File: src/hw/rtl/rbs_pkg.sv
// Types and constants shared by the RGB blink sequencer modules.
`default_nettype none

package rbs_pkg;

  // Action codes of an input item.
  localparam logic [2:0] ACT_TICK       = 3'd0;
  localparam logic [2:0] ACT_RED        = 3'd1;
  localparam logic [2:0] ACT_GREEN      = 3'd2;
  localparam logic [2:0] ACT_BLUE       = 3'd3;
  localparam logic [2:0] ACT_BIND_START = 3'd4;
  localparam logic [2:0] ACT_BIND_STOP  = 3'd5;

  localparam logic [7:0]  LEVEL_FULL     = 8'd255;
  localparam logic [7:0]  LEVEL_OFF      = 8'd0;
  localparam logic [15:0] PERIOD_DEFAULT = 16'd500;

  // Frame queue geometry.
  localparam int QDEPTH    = 8;
  localparam int QPTR_W    = 3;
  localparam int QCNT_W    = 4;
  localparam int BATCH_MAX = 3;

  // One frame for the strip.
  typedef struct packed {
    logic [7:0] red;
    logic [7:0] green;
    logic [7:0] blue;
    logic       last;
  } frame_t;

  // Frames produced by one item, packed from index 0 upwards.
  typedef struct packed {
    logic [1:0]       num;
    frame_t [2:0]     frames;
  } frame_batch_t;

endpackage

`default_nettype wire

File: src/hw/rtl/rbs_core.sv
// Input register, blink state and combinational frame generation.
`default_nettype none

module rbs_core (
  input  wire logic                 clk,
  input  wire logic                 rst_n,
  input  wire logic                 in_valid,
  output logic                      in_stall,
  input  wire logic [2:0]           in_action,
  input  wire logic [15:0]          in_blink_count,
  input  wire logic [15:0]          in_blink_period,
  input  wire logic [31:0]          in_now_ms,
  input  wire logic                 q_room,
  output rbs_pkg::frame_batch_t     push
);

  logic        stage_valid_r, stage_valid_nxt;
  logic [2:0]  act_r;
  logic [15:0] count_r;
  logic [15:0] period_in_r;
  logic [31:0] now_r;
  logic        fire;
  logic        accept;

  logic [15:0] left_r [3];
  logic [15:0] left_nxt [3];
  logic [2:0]  on_r, on_nxt;
  logic [15:0] period_r [3];
  logic [15:0] period_nxt [3];
  logic [31:0] ltt_r [4];
  logic [31:0] ltt_nxt [4];
  logic        bind_active_r, bind_active_nxt;
  logic [15:0] bind_period_r, bind_period_nxt;
  logic        bind_phase_r, bind_phase_nxt;

  logic [2:0]  colour_due;
  logic        bind_due;
  logic [1:0]  cidx;

  // The held item is processed once the frame queue can take a full batch.
  assign fire     = stage_valid_r && q_room;
  assign in_stall = stage_valid_r && !q_room;
  assign accept   = in_valid && !in_stall;
  assign cidx     = act_r[1:0] - 2'd1;

  always_comb begin
    stage_valid_nxt = stage_valid_r;
    if (accept) begin
      stage_valid_nxt = 1'b1;
    end else if (fire) begin
      stage_valid_nxt = 1'b0;
    end
  end

  // Due checks use the wrapping 32-bit elapsed time.
  always_comb begin
    for (int c = 0; c < 3; c++) begin
      colour_due[c] = (left_r[c] != 16'd0) &&
                      ((now_r - ltt_r[c]) >= {16'd0, period_r[c]});
    end
    bind_due = bind_active_r && ((now_r - ltt_r[3]) >= {16'd0, bind_period_r});
  end

  // State update and frame batch for the item in the input register.
  always_comb begin
    rbs_pkg::frame_t f;
    logic [1:0]      n;
    left_nxt        = left_r;
    on_nxt          = on_r;
    period_nxt      = period_r;
    ltt_nxt         = ltt_r;
    bind_active_nxt = bind_active_r;
    bind_period_nxt = bind_period_r;
    bind_phase_nxt  = bind_phase_r;
    push            = '0;
    f               = '0;
    n               = 2'd0;
    if (fire) begin
      unique case (act_r) inside
        rbs_pkg::ACT_RED, rbs_pkg::ACT_GREEN, rbs_pkg::ACT_BLUE: begin
          left_nxt[cidx]   = count_r;
          period_nxt[cidx] = period_in_r;
          on_nxt[cidx]     = 1'b1;
        end
        rbs_pkg::ACT_BIND_START: begin
          bind_active_nxt = 1'b1;
          bind_period_nxt = period_in_r;
          bind_phase_nxt  = 1'b0;
        end
        rbs_pkg::ACT_BIND_STOP: begin
          bind_active_nxt  = 1'b0;
          bind_phase_nxt   = 1'b0;
          f.last           = 1'b1;
          push.frames[0]   = f;
          push.num         = 2'd1;
        end
        rbs_pkg::ACT_TICK: begin
          if (bind_due) begin
            // The binding blink takes the whole tick.
            ltt_nxt[3]     = now_r;
            f.red          = bind_phase_r ? rbs_pkg::LEVEL_FULL : rbs_pkg::LEVEL_OFF;
            f.green        = bind_phase_r ? rbs_pkg::LEVEL_FULL : rbs_pkg::LEVEL_OFF;
            f.blue         = rbs_pkg::LEVEL_OFF;
            f.last         = 1'b1;
            bind_phase_nxt = !bind_phase_r;
            push.frames[0] = f;
            push.num       = 2'd1;
          end else begin
            // Each due colour adds a frame in red, green, blue order.
            for (int c = 0; c < 3; c++) begin
              if (colour_due[c]) begin
                ltt_nxt[c] = now_r;
                f.red   = (c == 0 && on_r[c]) ? rbs_pkg::LEVEL_FULL : rbs_pkg::LEVEL_OFF;
                f.green = (c == 1 && on_r[c]) ? rbs_pkg::LEVEL_FULL : rbs_pkg::LEVEL_OFF;
                f.blue  = (c == 2 && on_r[c]) ? rbs_pkg::LEVEL_FULL : rbs_pkg::LEVEL_OFF;
                f.last  = 1'b0;
                if (!on_r[c]) begin
                  left_nxt[c] = left_r[c] - 16'd1;
                end
                on_nxt[c]       = !on_r[c];
                push.frames[n]  = f;
                n               = n + 2'd1;
              end
            end
            if (n != 2'd0) begin
              push.frames[n - 2'd1].last = 1'b1;
            end
            push.num = n;
          end
        end
        default: begin
        end
      endcase
    end
  end

  // Input register: payload needs no reset.
  always_ff @(posedge clk) begin
    if (accept) begin
      act_r       <= in_action;
      count_r     <= in_blink_count;
      period_in_r <= in_blink_period;
      now_r       <= in_now_ms;
    end
  end

  // Control and blink state.
  always_ff @(posedge clk) begin
    if (!rst_n) begin
      stage_valid_r <= 1'b0;
      on_r          <= '0;
      bind_active_r <= 1'b0;
      bind_period_r <= rbs_pkg::PERIOD_DEFAULT;
      bind_phase_r  <= 1'b0;
      for (int c = 0; c < 3; c++) begin
        left_r[c]   <= 16'd0;
        period_r[c] <= rbs_pkg::PERIOD_DEFAULT;
      end
      for (int t = 0; t < 4; t++) begin
        ltt_r[t] <= 32'd0;
      end
    end else begin
      stage_valid_r <= stage_valid_nxt;
      on_r          <= on_nxt;
      bind_active_r <= bind_active_nxt;
      bind_period_r <= bind_period_nxt;
      bind_phase_r  <= bind_phase_nxt;
      left_r        <= left_nxt;
      period_r      <= period_nxt;
      ltt_r         <= ltt_nxt;
    end
  end

endmodule

`default_nettype wire

File: src/hw/rtl/rbs_frame_q.sv
// Frame queue that takes a batch of up to three frames and sends one a cycle while the output is not stalled.
`default_nettype none

module rbs_frame_q (
  input  wire logic                  clk,
  input  wire logic                  rst_n,
  input  wire rbs_pkg::frame_batch_t push,
  output logic                       q_room,
  output logic                       out_valid,
  input  wire logic                  out_stall,
  output logic [7:0]                 out_red_level,
  output logic [7:0]                 out_green_level,
  output logic [7:0]                 out_blue_level,
  output logic                       out_last_frame
);

  rbs_pkg::frame_t                 mem_r [rbs_pkg::QDEPTH];
  logic [rbs_pkg::QPTR_W-1:0]      wr_ptr_r, wr_ptr_nxt;
  logic [rbs_pkg::QPTR_W-1:0]      rd_ptr_r, rd_ptr_nxt;
  logic [rbs_pkg::QCNT_W-1:0]      count_r, count_nxt;
  logic                            pop;
  rbs_pkg::frame_t                 head;

  // Room for a whole batch keeps the core from ever overrunning the queue.
  assign q_room    = count_r <= rbs_pkg::QCNT_W'(rbs_pkg::QDEPTH - rbs_pkg::BATCH_MAX);
  assign out_valid = count_r != '0;
  assign pop       = out_valid && !out_stall;

  assign head            = mem_r[rd_ptr_r];
  assign out_red_level   = head.red;
  assign out_green_level = head.green;
  assign out_blue_level  = head.blue;
  assign out_last_frame  = head.last;

  always_comb begin
    wr_ptr_nxt = wr_ptr_r + rbs_pkg::QPTR_W'(push.num);
    rd_ptr_nxt = pop ? rd_ptr_r + rbs_pkg::QPTR_W'(1) : rd_ptr_r;
    count_nxt  = count_r + rbs_pkg::QCNT_W'(push.num) - rbs_pkg::QCNT_W'(pop);
  end

  // Batch write at consecutive slots.
  always_ff @(posedge clk) begin
    for (int k = 0; k < rbs_pkg::BATCH_MAX; k++) begin
      if (k < int'(push.num)) begin
        mem_r[wr_ptr_r + rbs_pkg::QPTR_W'(k)] <= push.frames[k];
      end
    end
  end

  always_ff @(posedge clk) begin
    if (!rst_n) begin
      wr_ptr_r <= '0;
      rd_ptr_r <= '0;
      count_r  <= '0;
    end else begin
      wr_ptr_r <= wr_ptr_nxt;
      rd_ptr_r <= rd_ptr_nxt;
      count_r  <= count_nxt;
    end
  end

endmodule

`default_nettype wire

File: src/hw/rtl/rgb_blink_sequencer_unit.sv
// Top level of the RGB blink sequencer.
// An item is taken into an input register, and a new item can be taken
// every cycle while the frame queue has room; a held item is resolved once
// the frame queue has three free slots, producing all of its frames at once;
// the first frame passes the input register and then the queue. Frames
// leave one per cycle from an eight-entry queue while the output is not
// stalled, so a sustained stream is paced by the frames each item causes
// (up to three for a tick), with items that cause no frame taken every
// cycle while the queue has room. There is no start-up pass after reset.
`default_nettype none

module rgb_blink_sequencer_unit (
  input  wire logic        clk,
  input  wire logic        rst_n,
  input  wire logic        in_valid,
  output logic             in_stall,
  input  wire logic [2:0]  in_action,
  input  wire logic [15:0] in_blink_count,
  input  wire logic [15:0] in_blink_period,
  input  wire logic [31:0] in_now_ms,
  output logic             out_valid,
  input  wire logic        out_stall,
  output logic [7:0]       out_red_level,
  output logic [7:0]       out_green_level,
  output logic [7:0]       out_blue_level,
  output logic             out_last_frame
);

  rbs_pkg::frame_batch_t push;
  logic                  q_room;

  // Blink state and frame generation.
  rbs_core u_core (
    .clk             (clk),
    .rst_n           (rst_n),
    .in_valid        (in_valid),
    .in_stall        (in_stall),
    .in_action       (in_action),
    .in_blink_count  (in_blink_count),
    .in_blink_period (in_blink_period),
    .in_now_ms       (in_now_ms),
    .q_room          (q_room),
    .push            (push)
  );

  // Frame queue towards the strip driver.
  rbs_frame_q u_frame_q (
    .clk             (clk),
    .rst_n           (rst_n),
    .push            (push),
    .q_room          (q_room),
    .out_valid       (out_valid),
    .out_stall       (out_stall),
    .out_red_level   (out_red_level),
    .out_green_level (out_green_level),
    .out_blue_level  (out_blue_level),
    .out_last_frame  (out_last_frame)
  );

endmodule

`default_nettype wire

File: config.mk
export PLATFORM = sky130hd
export DESIGN_NAME = rgb_blink_sequencer_unit
export DESIGN_NICKNAME = d
export VERILOG_FILES = /design/src/hw/rtl/rbs_pkg.sv /design/src/hw/rtl/rbs_core.sv /design/src/hw/rtl/rbs_frame_q.sv /design/src/hw/rtl/rgb_blink_sequencer_unit.sv
export SDC_FILE = /design/constraint.sdc
export NUM_CORES = 1
export LEC_CHECK = 0
export ABC_AREA = 1
export BUFFER_PORTS_ARGS = -buffer_cell sky130_fd_sc_hd__buf_2
export CAP_MARGIN = 25
export CORE_MARGIN = 8
export CORE_UTILIZATION = 35
export DETAILED_ROUTE_END_ITERATION = 6
export MAX_ROUTING_LAYER = met4
export PLACE_DENSITY = 0.49
export RECOVER_POWER = 100
export SETUP_SLACK_MARGIN = 0.15
export SLEW_MARGIN = 40
export SYNTH_ARGS = -nofsm -noshare
export SYNTH_HDL_FRONTEND = slang
export SYNTH_SLANG_ARGS = --single-unit
export TNS_END_PERCENT = 100
File: constraint.sdc
create_clock -name clk -period 8.2 [get_ports clk]
set_input_delay 1.64 -clock clk [delete_from_list [all_inputs] [get_ports clk]]
set_output_delay 1.64 -clock clk [all_outputs]
set_load 0.02 [all_outputs]
==> impl_metrics.py, run 1 <==
metrics = {
    "placement": {
        "globalplace.congestion": 0.943,
        "pre_cts_ws_ps": 2370,
        "portBuffers": 97,
        "dp_hpwl_mm": 68.1,
    },
    "routing": {
        "routed-via-count": 25188,
        "number_of_remaining_drc_errors": 0,
        "drt_pass1_iterations": 6,
        "vias_cell": 4.86,
        "drt_iter0_markers": 1715,
        "post_drt_wl_per_cell_um": 16.7,
        "drt-total-wl_mm": 86.4,
        "ant_nets": 0,
    },
    "synth": {
        "synth_sequential_area_ratio_pct": 30.9,
        "synth_nets": 4386,
        "synth_cells": 4105,
        "postSynthRegisterBits": 358,
        "synth_enable_flop_cells": 99,
        "asyncSetResetFlopFracSynth_pct": 0,
        "synth_cell_type_count": 54,
        "synth-main-ff-cell": "sky130_fd_sc_hd__dfxtp_1",
        "postSynthAreaPerCell_um2": 6.43,
        "synth_warnings": 0,
        "syn_area_mm2": 0.0264,
    },
    "power_and_ir_drop": {
        "pwr-share-clk_pct": 33.5,
        "seq_power_share_pct": 33.2,
        "p_int_uw": 3780,
        "power.share.switching_pct": 38.2,
        "power.switching_uw": 2340,
        "ir_drop_mv": 0.149,
        "power_density_mw_per_mm2": 209,
        "leakage_uw": 0.0142,
        "combinationalPowerShare_pct": 33.2,
    },
    "setup_path": {
        "r2r.worst_path.cells": 27,
        "timing.critical_path.from_type": "flip-flop",
        "timing.critical_path.slowest_cell_delay_ps": 790,
        "crit_path_dat_ps": 6920,
        "critical-path-top-delay-family": "simple AND/OR/NAND/NOR gates",
        "crit_type": "reg2reg",
        "timing.critical_path.required_ps": 8490,
        "crit_slowest_cell": "sky130_fd_sc_hd__o21ai_0",
        "rr_endpoint": "u_frame_q.mem_r[2][8]$_DFFE_PP_",
        "path_max_fanout": 11,
        "regToRegStartpoint": "u_core.now_r[1]$_DFFE_PP_",
        "timing.critical_path.mode_cell": "sky130_fd_sc_hd__nand2_1",
        "cp_buf_inv_count": 6,
        "critical_path.endpoint_type": "flip-flop",
        "timing.critical_path.from": "u_core.now_r[1]$_DFFE_PP_",
        "rrSetupSlack_ps": 1570,
    },
    "cells_and_area": {
        "area.growth.synth_to_final_pct": 10.9,
        "fillers": 8175,
        "drive_above_1_share_pct": 4.44,
        "final_nets": 4460,
    },
    "sta": {
        "period_minus_slack_ps": 6630,
        "rsz_0062_raised_after_global_routing": "false",
        "achievable-frequency_ghz": 0.151,
        "final.setup.tns_ps": 0,
        "postLayoutSetupSlackWorst_ps": 1570,
        "final.period_utilization_pct": 80.9,
        "final-max-slew-violation-count": 201,
        "max-slew-margin-rel_pct": -255,
        "worst_pin_slew_ps": 5320,
        "endpoints_failing_setup": 0,
        "fin_worst_skew_ps": 22.1,
        "hold_viol_final": 0,
    },
    "cts": {
        "clock_insertion_delay_at_the_later_pin_of_the_skew_report_ps": 590,
        "ctsResizeCount": 0,
        "postcts_setup_bufs": 0,
        "cts_root_buffer": "sky130_fd_sc_hd__clkbuf_16",
        "cts-buffers-inserted": 45,
        "worst_setup_hold_path_clk_slew_ps": 60,
        "cts_num_sinks": 358,
        "clock_tree.buffer_depth": 3,
        "tritoncts": "done",
        "h-tree-depth": 2,
        "holdBufCountCts": 0,
    },
    "grt": {
        "overflow": 0,
        "groute.usage.overall_pct": 20.5,
        "grt_start_max_net_pins": 127,
        "via_count_of_the_first_global_routing_pass": 24010,
        "grt_pass1_wl_mm": 135,
        "antenna_found_initial": 6,
    },
    "run": {
        "cap_viol_max_count": 3,
    },
    "floorplanning": {
        "core_area_mm2": 0.0746,
        "fp.dieArea_mm2": 0.0844,
        "std_cell_rows": 100,
        "vertical_extent_of_the_die_um": 291,
        "floorplan.die.width_um": 291,
        "total_i_o_pin_count": 98,
        "initial_utilization_pct": 35.4,
    },
    "worst_hold_path": {
        "min_to": "u_core.ltt_r[49]$_SDFFE_PN0P_",
        "hp-class": "reg2reg",
        "timing.hold.worst_path_depth": 2,
        "worst_hold_path_startpoint": "u_core.ltt_r[49]$_SDFFE_PN0P_",
    },
    "status": {
        "status": "complete, but fails checks",
        "violations": "capacitance limit, slew limit",
    },
}
[state kept, by name, indices dropped and copies added, names as in the netlist, 3 cells and up, named ones only]
name,cells
u_core.bind_period_r,16
u_core.period_r,48
u_core.count_r,16
u_frame_q.mem_r,32
u_core.ltt_r,128
u_frame_q.rd_ptr_r,3
u_core.period_in_r,16
u_core.now_r,32
u_core.on_r,3
u_core.act_r,3
u_core.left_r,48
u_frame_q.wr_ptr_r,3
u_frame_q.count_r,4
[synth_stat cells (4+ instances only)]
master	number	share of area (%)
sky130_fd_sc_hd__a211oi_1	7	0.20
sky130_fd_sc_hd__a21oi_1	331	6.3
sky130_fd_sc_hd__a22oi_1	12	0.34
sky130_fd_sc_hd__a31oi_1	8	0.19
sky130_fd_sc_hd__and2_1	4	0.095
sky130_fd_sc_hd__buf_2	17	0.32
sky130_fd_sc_hd__buf_4	24	0.68
sky130_fd_sc_hd__clkbuf_1	61	0.87
sky130_fd_sc_hd__clkinv_1	7	0.10
sky130_fd_sc_hd__dfxtp_1	259	20
sky130_fd_sc_hd__edfxtp_1	99	11
sky130_fd_sc_hd__fa_1	6	0.46
sky130_fd_sc_hd__ha_1	204	9.7
sky130_fd_sc_hd__inv_1	714	10
sky130_fd_sc_hd__inv_2	7	0.10
sky130_fd_sc_hd__nand2_1	1133	16
sky130_fd_sc_hd__nand2_2	11	0.26
sky130_fd_sc_hd__nand3_1	180	3.4
sky130_fd_sc_hd__nand3b_1	14	0.40
sky130_fd_sc_hd__nand4_1	42	1.0
sky130_fd_sc_hd__nor2_1	442	6.3
sky130_fd_sc_hd__nor2_2	6	0.14
sky130_fd_sc_hd__nor3_1	59	1.1
sky130_fd_sc_hd__nor4_1	6	0.14
sky130_fd_sc_hd__o21ai_0	275	5.2
sky130_fd_sc_hd__o21ai_1	14	0.27
sky130_fd_sc_hd__o21bai_1	17	0.48
sky130_fd_sc_hd__o22ai_1	22	0.52
sky130_fd_sc_hd__xnor2_1	13	0.43
sky130_fd_sc_hd__xor2_1	72	2.4
[worst min-delay path, cell delays in order (launching register included)]
cell	delay, ps
sky130_fd_sc_hd__dfxtp_1	300
sky130_fd_sc_hd__inv_1	60
sky130_fd_sc_hd__a21oi_1	50
[power groups by stage]
| stage | clock network [uW] | registers [uW] | logic [uW] |
|---|---|---|---|
| after floorplan | 0 | 2010 | 1560 |
| after global placement | 0 | 2070 | 2060 |
| after detailed placement | 0 | 2070 | 2070 |
| after CTS | 2120 | 2030 | 2080 |
| after global routing | 2180 | 2040 | 2330 |
| final | 2050 | 2030 | 2030 |
[worst max path at each step]
| stage | to | depth (start not counted) |
|---|---|---|
| final | u_frame_q.mem_r[2][8]$_DFFE_PP_ | 27 |
| after global routing | u_frame_q.mem_r[2][8]$_DFFE_PP_ | 27 |
| after CTS | u_frame_q.count_r[3]$_SDFF_PN0_ | 32 |
| after detailed placement | u_frame_q.count_r[2]$_SDFF_PN0_ | 29 |
| after global placement | u_frame_q.count_r[3]$_SDFF_PN0_ | 32 |
| after floorplan | u_core.act_r[0]$_DFFE_PP_ | 2 |
[metrics by stage]
| stage | hold slack (ps) | utilization, % | power (uW) | std cells | cell area, um^2 |
|---|---|---|---|---|---|
| after floorplan | 433 | - | 3580 | 4105 | 26400 |
| after global placement | 450 | 37.3 | 4130 | 5097 | 27800 |
| after detailed placement | 450 | 37.4 | 4140 | 5101 | 27900 |
| after CTS | 463 | 39.4 | 6230 | 5184 | 29400 |
| after global routing | 479 | 39.2 | 6550 | 5185 | 29300 |
| final | 459 | 39.2 | 6120 | 5185 | 29300 |
[metal layers]
metal	wire length, um	vias up	GRT usage (%)
met1	40700	11309	26.4
met5	0	-	-
met3	3510	138	2.24
li1	-	13207	-
met4	2340	0	5.75
met2	39800	534	33.9
[final cells by class]
| cell class | instances | area, um^2 | share of cell area, % |
|---|---|---|---|
| multi-input cells | 2913 | 15000 | 51.1 |
| flip-flops and latches | 358 | 8160 | 27.9 |
| inverters | 729 | 2740 | 9.36 |
| clock buffers | 61 | 1270 | 4.33 |
| well taps | 969 | 1210 | 4.14 |
| repair buffers | 132 | 683 | 2.33 |
| clock inverters | 22 | 236 | 0.808 |
| diodes | 1 | 2.50 | 0.00855 |
[placed cells by master, fill, tap and decap left out, types with 3 or more instances in the layout]
master	count
sky130_fd_sc_hd__dfxtp_1	259
sky130_fd_sc_hd__nand3_2	3
sky130_fd_sc_hd__xnor2_1	13
sky130_fd_sc_hd__a22o_1	3
sky130_fd_sc_hd__clkinv_2	6
sky130_fd_sc_hd__inv_2	7
sky130_fd_sc_hd__a31oi_1	8
sky130_fd_sc_hd__nand3b_1	14
sky130_fd_sc_hd__nor3b_1	3
sky130_fd_sc_hd__fa_1	6
sky130_fd_sc_hd__inv_1	714
sky130_fd_sc_hd__nor3_1	59
sky130_fd_sc_hd__nor2_1	442
sky130_fd_sc_hd__buf_6	3
sky130_fd_sc_hd__nand2_2	10
sky130_fd_sc_hd__a211oi_1	7
sky130_fd_sc_hd__edfxtp_1	99
sky130_fd_sc_hd__clkinv_1	11
sky130_fd_sc_hd__ha_1	204
sky130_fd_sc_hd__xor2_1	72
sky130_fd_sc_hd__bufinv_16	4
sky130_fd_sc_hd__clkbuf_1	60
sky130_fd_sc_hd__o21ai_0	289
sky130_fd_sc_hd__o22ai_1	22
sky130_fd_sc_hd__nand4_1	42
sky130_fd_sc_hd__o21a_1	3
sky130_fd_sc_hd__and2_1	4
sky130_fd_sc_hd__clkbuf_16	46
sky130_fd_sc_hd__nor4_1	6
sky130_fd_sc_hd__nand3_1	180
sky130_fd_sc_hd__buf_2	51
sky130_fd_sc_hd__clkinvlp_4	3
sky130_fd_sc_hd__a21oi_1	331
sky130_fd_sc_hd__nor2_2	6
sky130_fd_sc_hd__nand2_1	1135
sky130_fd_sc_hd__a22oi_1	12
sky130_fd_sc_hd__o21bai_1	17
sky130_fd_sc_hd__buf_4	27
sky130_fd_sc_hd__clkbuf_8	6
[cells by family (layout without fill, tap and decap cells)]
group | after synthesis | count (layout) | synth area share (%)
adder cells (fa/ha/maj) | 210 | 210 | 10.1
XOR/XNOR | 85 | 85 | 2.82
AO/OA/AOI/OAI | 702 | 702 | 14.0
AND/OR/NAND/NOR | 1916 | 1916 | 29.8
buffers and inverters | 834 | 944 | 12.3
other | 0 | 1 | 0
flip-flops | 358 | 358 | 30.9
(Power assumes the default switching activity.)
==> run 2: changes to the inputs <==
--- a/config.mk
+++ b/config.mk
@@ -5,14 +5,14 @@
 export SDC_FILE = /design/constraint.sdc
 export NUM_CORES = 1
 export LEC_CHECK = 0
-export ABC_AREA = 1
+export ABC_AREA = 0
 export BUFFER_PORTS_ARGS = -buffer_cell sky130_fd_sc_hd__buf_2
 export CAP_MARGIN = 25
 export CORE_MARGIN = 8
 export CORE_UTILIZATION = 35
 export DETAILED_ROUTE_END_ITERATION = 6
 export MAX_ROUTING_LAYER = met4
-export PLACE_DENSITY = 0.49
+export PLACE_DENSITY = 0.51
 export RECOVER_POWER = 100
 export SETUP_SLACK_MARGIN = 0.15
 export SLEW_MARGIN = 40
==> constraint.sdc (replaced) <==
create_clock -name clk -period 5.7 [get_ports clk]
set_input_delay 1.14 -clock clk [delete_from_list [all_inputs] [get_ports clk]]
set_output_delay 1.14 -clock clk [all_outputs]
set_load 0.02 [all_outputs]
==> impl_metrics.py, run 2 <==
metrics = {
    "sta": {
        "period_minus_slack_ps": 6870,
        "final.setup.tns_ps": -74240,
        "postLayoutSetupSlackWorst_ps": -1170,
        "final-max-slew-violation-count": 70,
        "fin_worst_skew_ps": 53.0,
        "achievable-frequency_ghz": 0.146,
        "max-slew-margin-rel_pct": -67.2,
        "endpoints_failing_setup": 127,
        "fin_worst_hold_slack_ps": 454,
        "rsz_0062_raised_after_global_routing": "true",
        "final.period_utilization_pct": 120,
        "hold_viol_final": 0,
        "worst_pin_slew_ps": 2510,
    },
    "cells_and_area": {
        "drive_above_1_share_pct": 24.3,
        "fillers": 7010,
        "registers.top_by_ff_count": "u_core.ltt_r",
        "post-route-cell-area_mm2": 0.0329,
        "final_nets": 3814,
        "layout_common_cells": "454 x sky130_fd_sc_hd__buf_4, 317 x sky130_fd_sc_hd__nor2_1, 297 x sky130_fd_sc_hd__nand2_1",
        "final_common_cell": "sky130_fd_sc_hd__buf_4",
        "antenna_cells": 0,
        "area.growth.synth_to_final_pct": 31.6,
        "largestRegisters": "u_core.ltt_r x128, u_core.left_r x48, u_core.period_r x48",
        "sequential_cell_area_mm2": 0.00816,
        "multiInputGateArea_mm2": 0.0162,
        "largest_reg_flops": 128,
    },
    "cts": {
        "tritoncts": "done",
        "holdBufCountCts": 0,
        "cts_num_sinks": 358,
        "cts-buffers-inserted": 44,
        "cts_root_buffer": "sky130_fd_sc_hd__clkbuf_16",
        "clock_insertion_delay_at_the_later_pin_of_the_skew_report_ps": 610,
        "h-tree-depth": 2,
        "worst_setup_hold_path_clk_slew_ps": 70,
        "clock_tree.buffer_depth": 3,
    },
    "grt": {
        "grt_start_max_net_pins": 108,
        "overflow": 0,
        "via_count_of_the_first_global_routing_pass": 23407,
        "grt_pass1_wl_mm": 136,
        "groute.usage.overall_pct": 21.4,
        "antenna_found_initial": 1,
    },
    "setup_path": {
        "timing.critical_path.from_type": "flip-flop",
        "crit_slowest_cell": "sky130_fd_sc_hd__or4_4",
        "r2r.worst_path.cells": 37,
        "critical-path-top-delay-family": "simple AND/OR/NAND/NOR gates",
        "crit_path_dat_ps": 7350,
        "crit_type": "reg2reg",
        "rr_endpoint": "u_frame_q.count_r[2]$_SDFF_PN0_",
        "timing.critical_path.mode_cell": "sky130_fd_sc_hd__buf_6",
        "path_max_fanout": 6,
        "cp_buf_inv_count": 11,
        "timing.critical_path.from": "u_core.now_r[1]$_DFFE_PP_",
        "regToRegStartpoint": "u_core.now_r[1]$_DFFE_PP_",
        "rrSetupSlack_ps": -1170,
        "timing.critical_path.required_ps": 6180,
        "critical_path.endpoint_type": "flip-flop",
        "timing.critical_path.slowest_cell_delay_ps": 560,
    },
    "status": {
        "status": "complete, but fails checks",
        "violations": "capacitance limit, slew limit, setup timing",
    },
    "synth": {
        "synth_top_cell_area_share_pct": 20.7,
        "synth_warnings": 0,
        "synth_top_cells_by_count": "344 x sky130_fd_sc_hd__nor2_1, 303 x sky130_fd_sc_hd__nand2_1, 259 x sky130_fd_sc_hd__dfxtp_1",
        "synth_cell_type_count": 95,
        "syn_area_mm2": 0.0250,
        "synthMostInstantiatedCell": "sky130_fd_sc_hd__nor2_1",
        "synth_enable_flop_cells": 99,
        "postSynthRegisterBits": 358,
        "synth-main-ff-cell": "sky130_fd_sc_hd__dfxtp_1",
        "synth_nets": 3317,
        "postSynthAreaPerCell_um2": 8.24,
        "synth_largest_area_cell": "sky130_fd_sc_hd__dfxtp_1",
        "synthTopCellsByArea": "sky130_fd_sc_hd__dfxtp_1 21%, sky130_fd_sc_hd__edfxtp_1 12%, sky130_fd_sc_hd__ha_1 10%",
        "synth_cells": 3036,
        "synth_sequential_area_ratio_pct": 32.6,
        "asyncSetResetFlopFracSynth_pct": 0,
    },
    "floorplanning": {
        "initial_utilization_pct": 35.2,
        "fp.dieArea_mm2": 0.0803,
        "core_area_mm2": 0.0711,
        "total_i_o_pin_count": 98,
        "std_cell_rows": 98,
        "floorplan.die.width_um": 283,
        "vertical_extent_of_the_die_um": 283,
    },
    "routing": {
        "drt_pass1_iterations": 5,
        "number_of_remaining_drc_errors": 0,
        "ant_nets": 0,
        "drt-total-wl_mm": 88.9,
        "drt_iter0_markers": 1873,
        "vias_cell": 5.37,
        "routed-via-count": 24282,
        "post_drt_wl_per_cell_um": 19.7,
    },
    "worst_hold_path": {
        "hp-class": "reg2reg",
        "min_to": "u_core.bind_period_r[11]$_SDFFE_PN0P_",
        "worst_hold_path_startpoint": "u_core.bind_period_r[11]$_SDFFE_PN0P_",
        "timing.hold.worst_path_depth": 2,
    },
    "power_and_ir_drop": {
        "power_density_mw_per_mm2": 284,
        "ir_drop_mv": 0.214,
        "leakage_uw": 0.0131,
    },
    "placement": {
        "dp_hpwl_mm": 67.8,
        "globalplace.congestion": 0.910,
        "placement.cell_area_mm2": 0.0295,
        "portBuffers": 97,
    },
    "run": {
        "cap_viol_max_count": 2,
    },
}
-- run 2: per-layer routing --
| metal | vias to the layer above | global-route usage [%] | part of all wire, % |
|---|---|---|---|
| li1 | 11896 | - | - |
| met1 | 11695 | 29.8 | 48 |
| met2 | 584 | 33.4 | 45 |
| met3 | 107 | 2.06 | 4.9 |
| met4 | 0 | 4.94 | 2.3 |
| met5 | - | - | 0 |
-- run 2: cell type report --
type	instances	share of cell area, %
Sequential cell	358	24.8
Inverter	243	2.83
Multi-Input combinational cell	2268	49.3
Clock inverter	31	1.33
Clock buffer	51	3.43
Timing Repair Buffer	618	14.8
Tap cell	950	3.61
-- run 2: worst max-delay path by stage --
stage / end / slack (ps) / depth (start not counted)
3_3_place_gp: u_frame_q.mem_r[0][0]$_DFFE_PP_ / -1240 / 29
3_5_place_dp: u_frame_q.mem_r[0][8]$_DFFE_PP_ / -1340 / 29
4_1_cts: u_frame_q.count_r[2]$_SDFF_PN0_ / -1160 / 37
6_report: u_frame_q.count_r[2]$_SDFF_PN0_ / -1170 / 37
5_1_grt: u_frame_q.count_r[2]$_SDFF_PN0_ / -1520 / 33
2_1_floorplan: u_frame_q.count_r[1]$_SDFF_PN0_ / -930 / 36
-- run 2: kinds of logic after synthesis --
group                      synth area share, %
muxes                                     6.76
buffers and inverters                     6.75
xor gates and xnor gates                  3.54
and+or+nand+nor                           18.9
adders and majority gates                 10.7
AOI/OAI and AO/OA                         20.7
DFF                                       32.6
-- run 2: power breakdown --
part           total, uW  switching [uW]  internal (uW)
logic               3450            1880           1560
clock network       3000            1230           1770
registers           2890             152           2740
total               9340            3270           6070
-- run 2: tightest hold or removal path, cell delays in order (launching register included) --
cell,delay [ps]
sky130_fd_sc_hd__dfxtp_1,310
sky130_fd_sc_hd__nand2_1,50
sky130_fd_sc_hd__a21oi_1,50
-- run 2: through the flow --
stage	util [%]	std cells	setup slack [ps]	power, uW
finish	46.3	4519	-1170	9340
global route	46.3	4519	-1520	9830
CTS	44.6	4474	-1160	9100
detailed placement	41.5	4369	-1340	5960
global placement	41.5	4369	-1240	5920
floorplan	-	3036	-925	4750
-- run 2: repair_timing --
item / in CTS / in global routing
setup buffers: 21 / 34
pin swaps: 72 / 70
setup endpoints to repair: 251 / 251
cloned: 2 / 11
gates resized for setup: 102 / 162
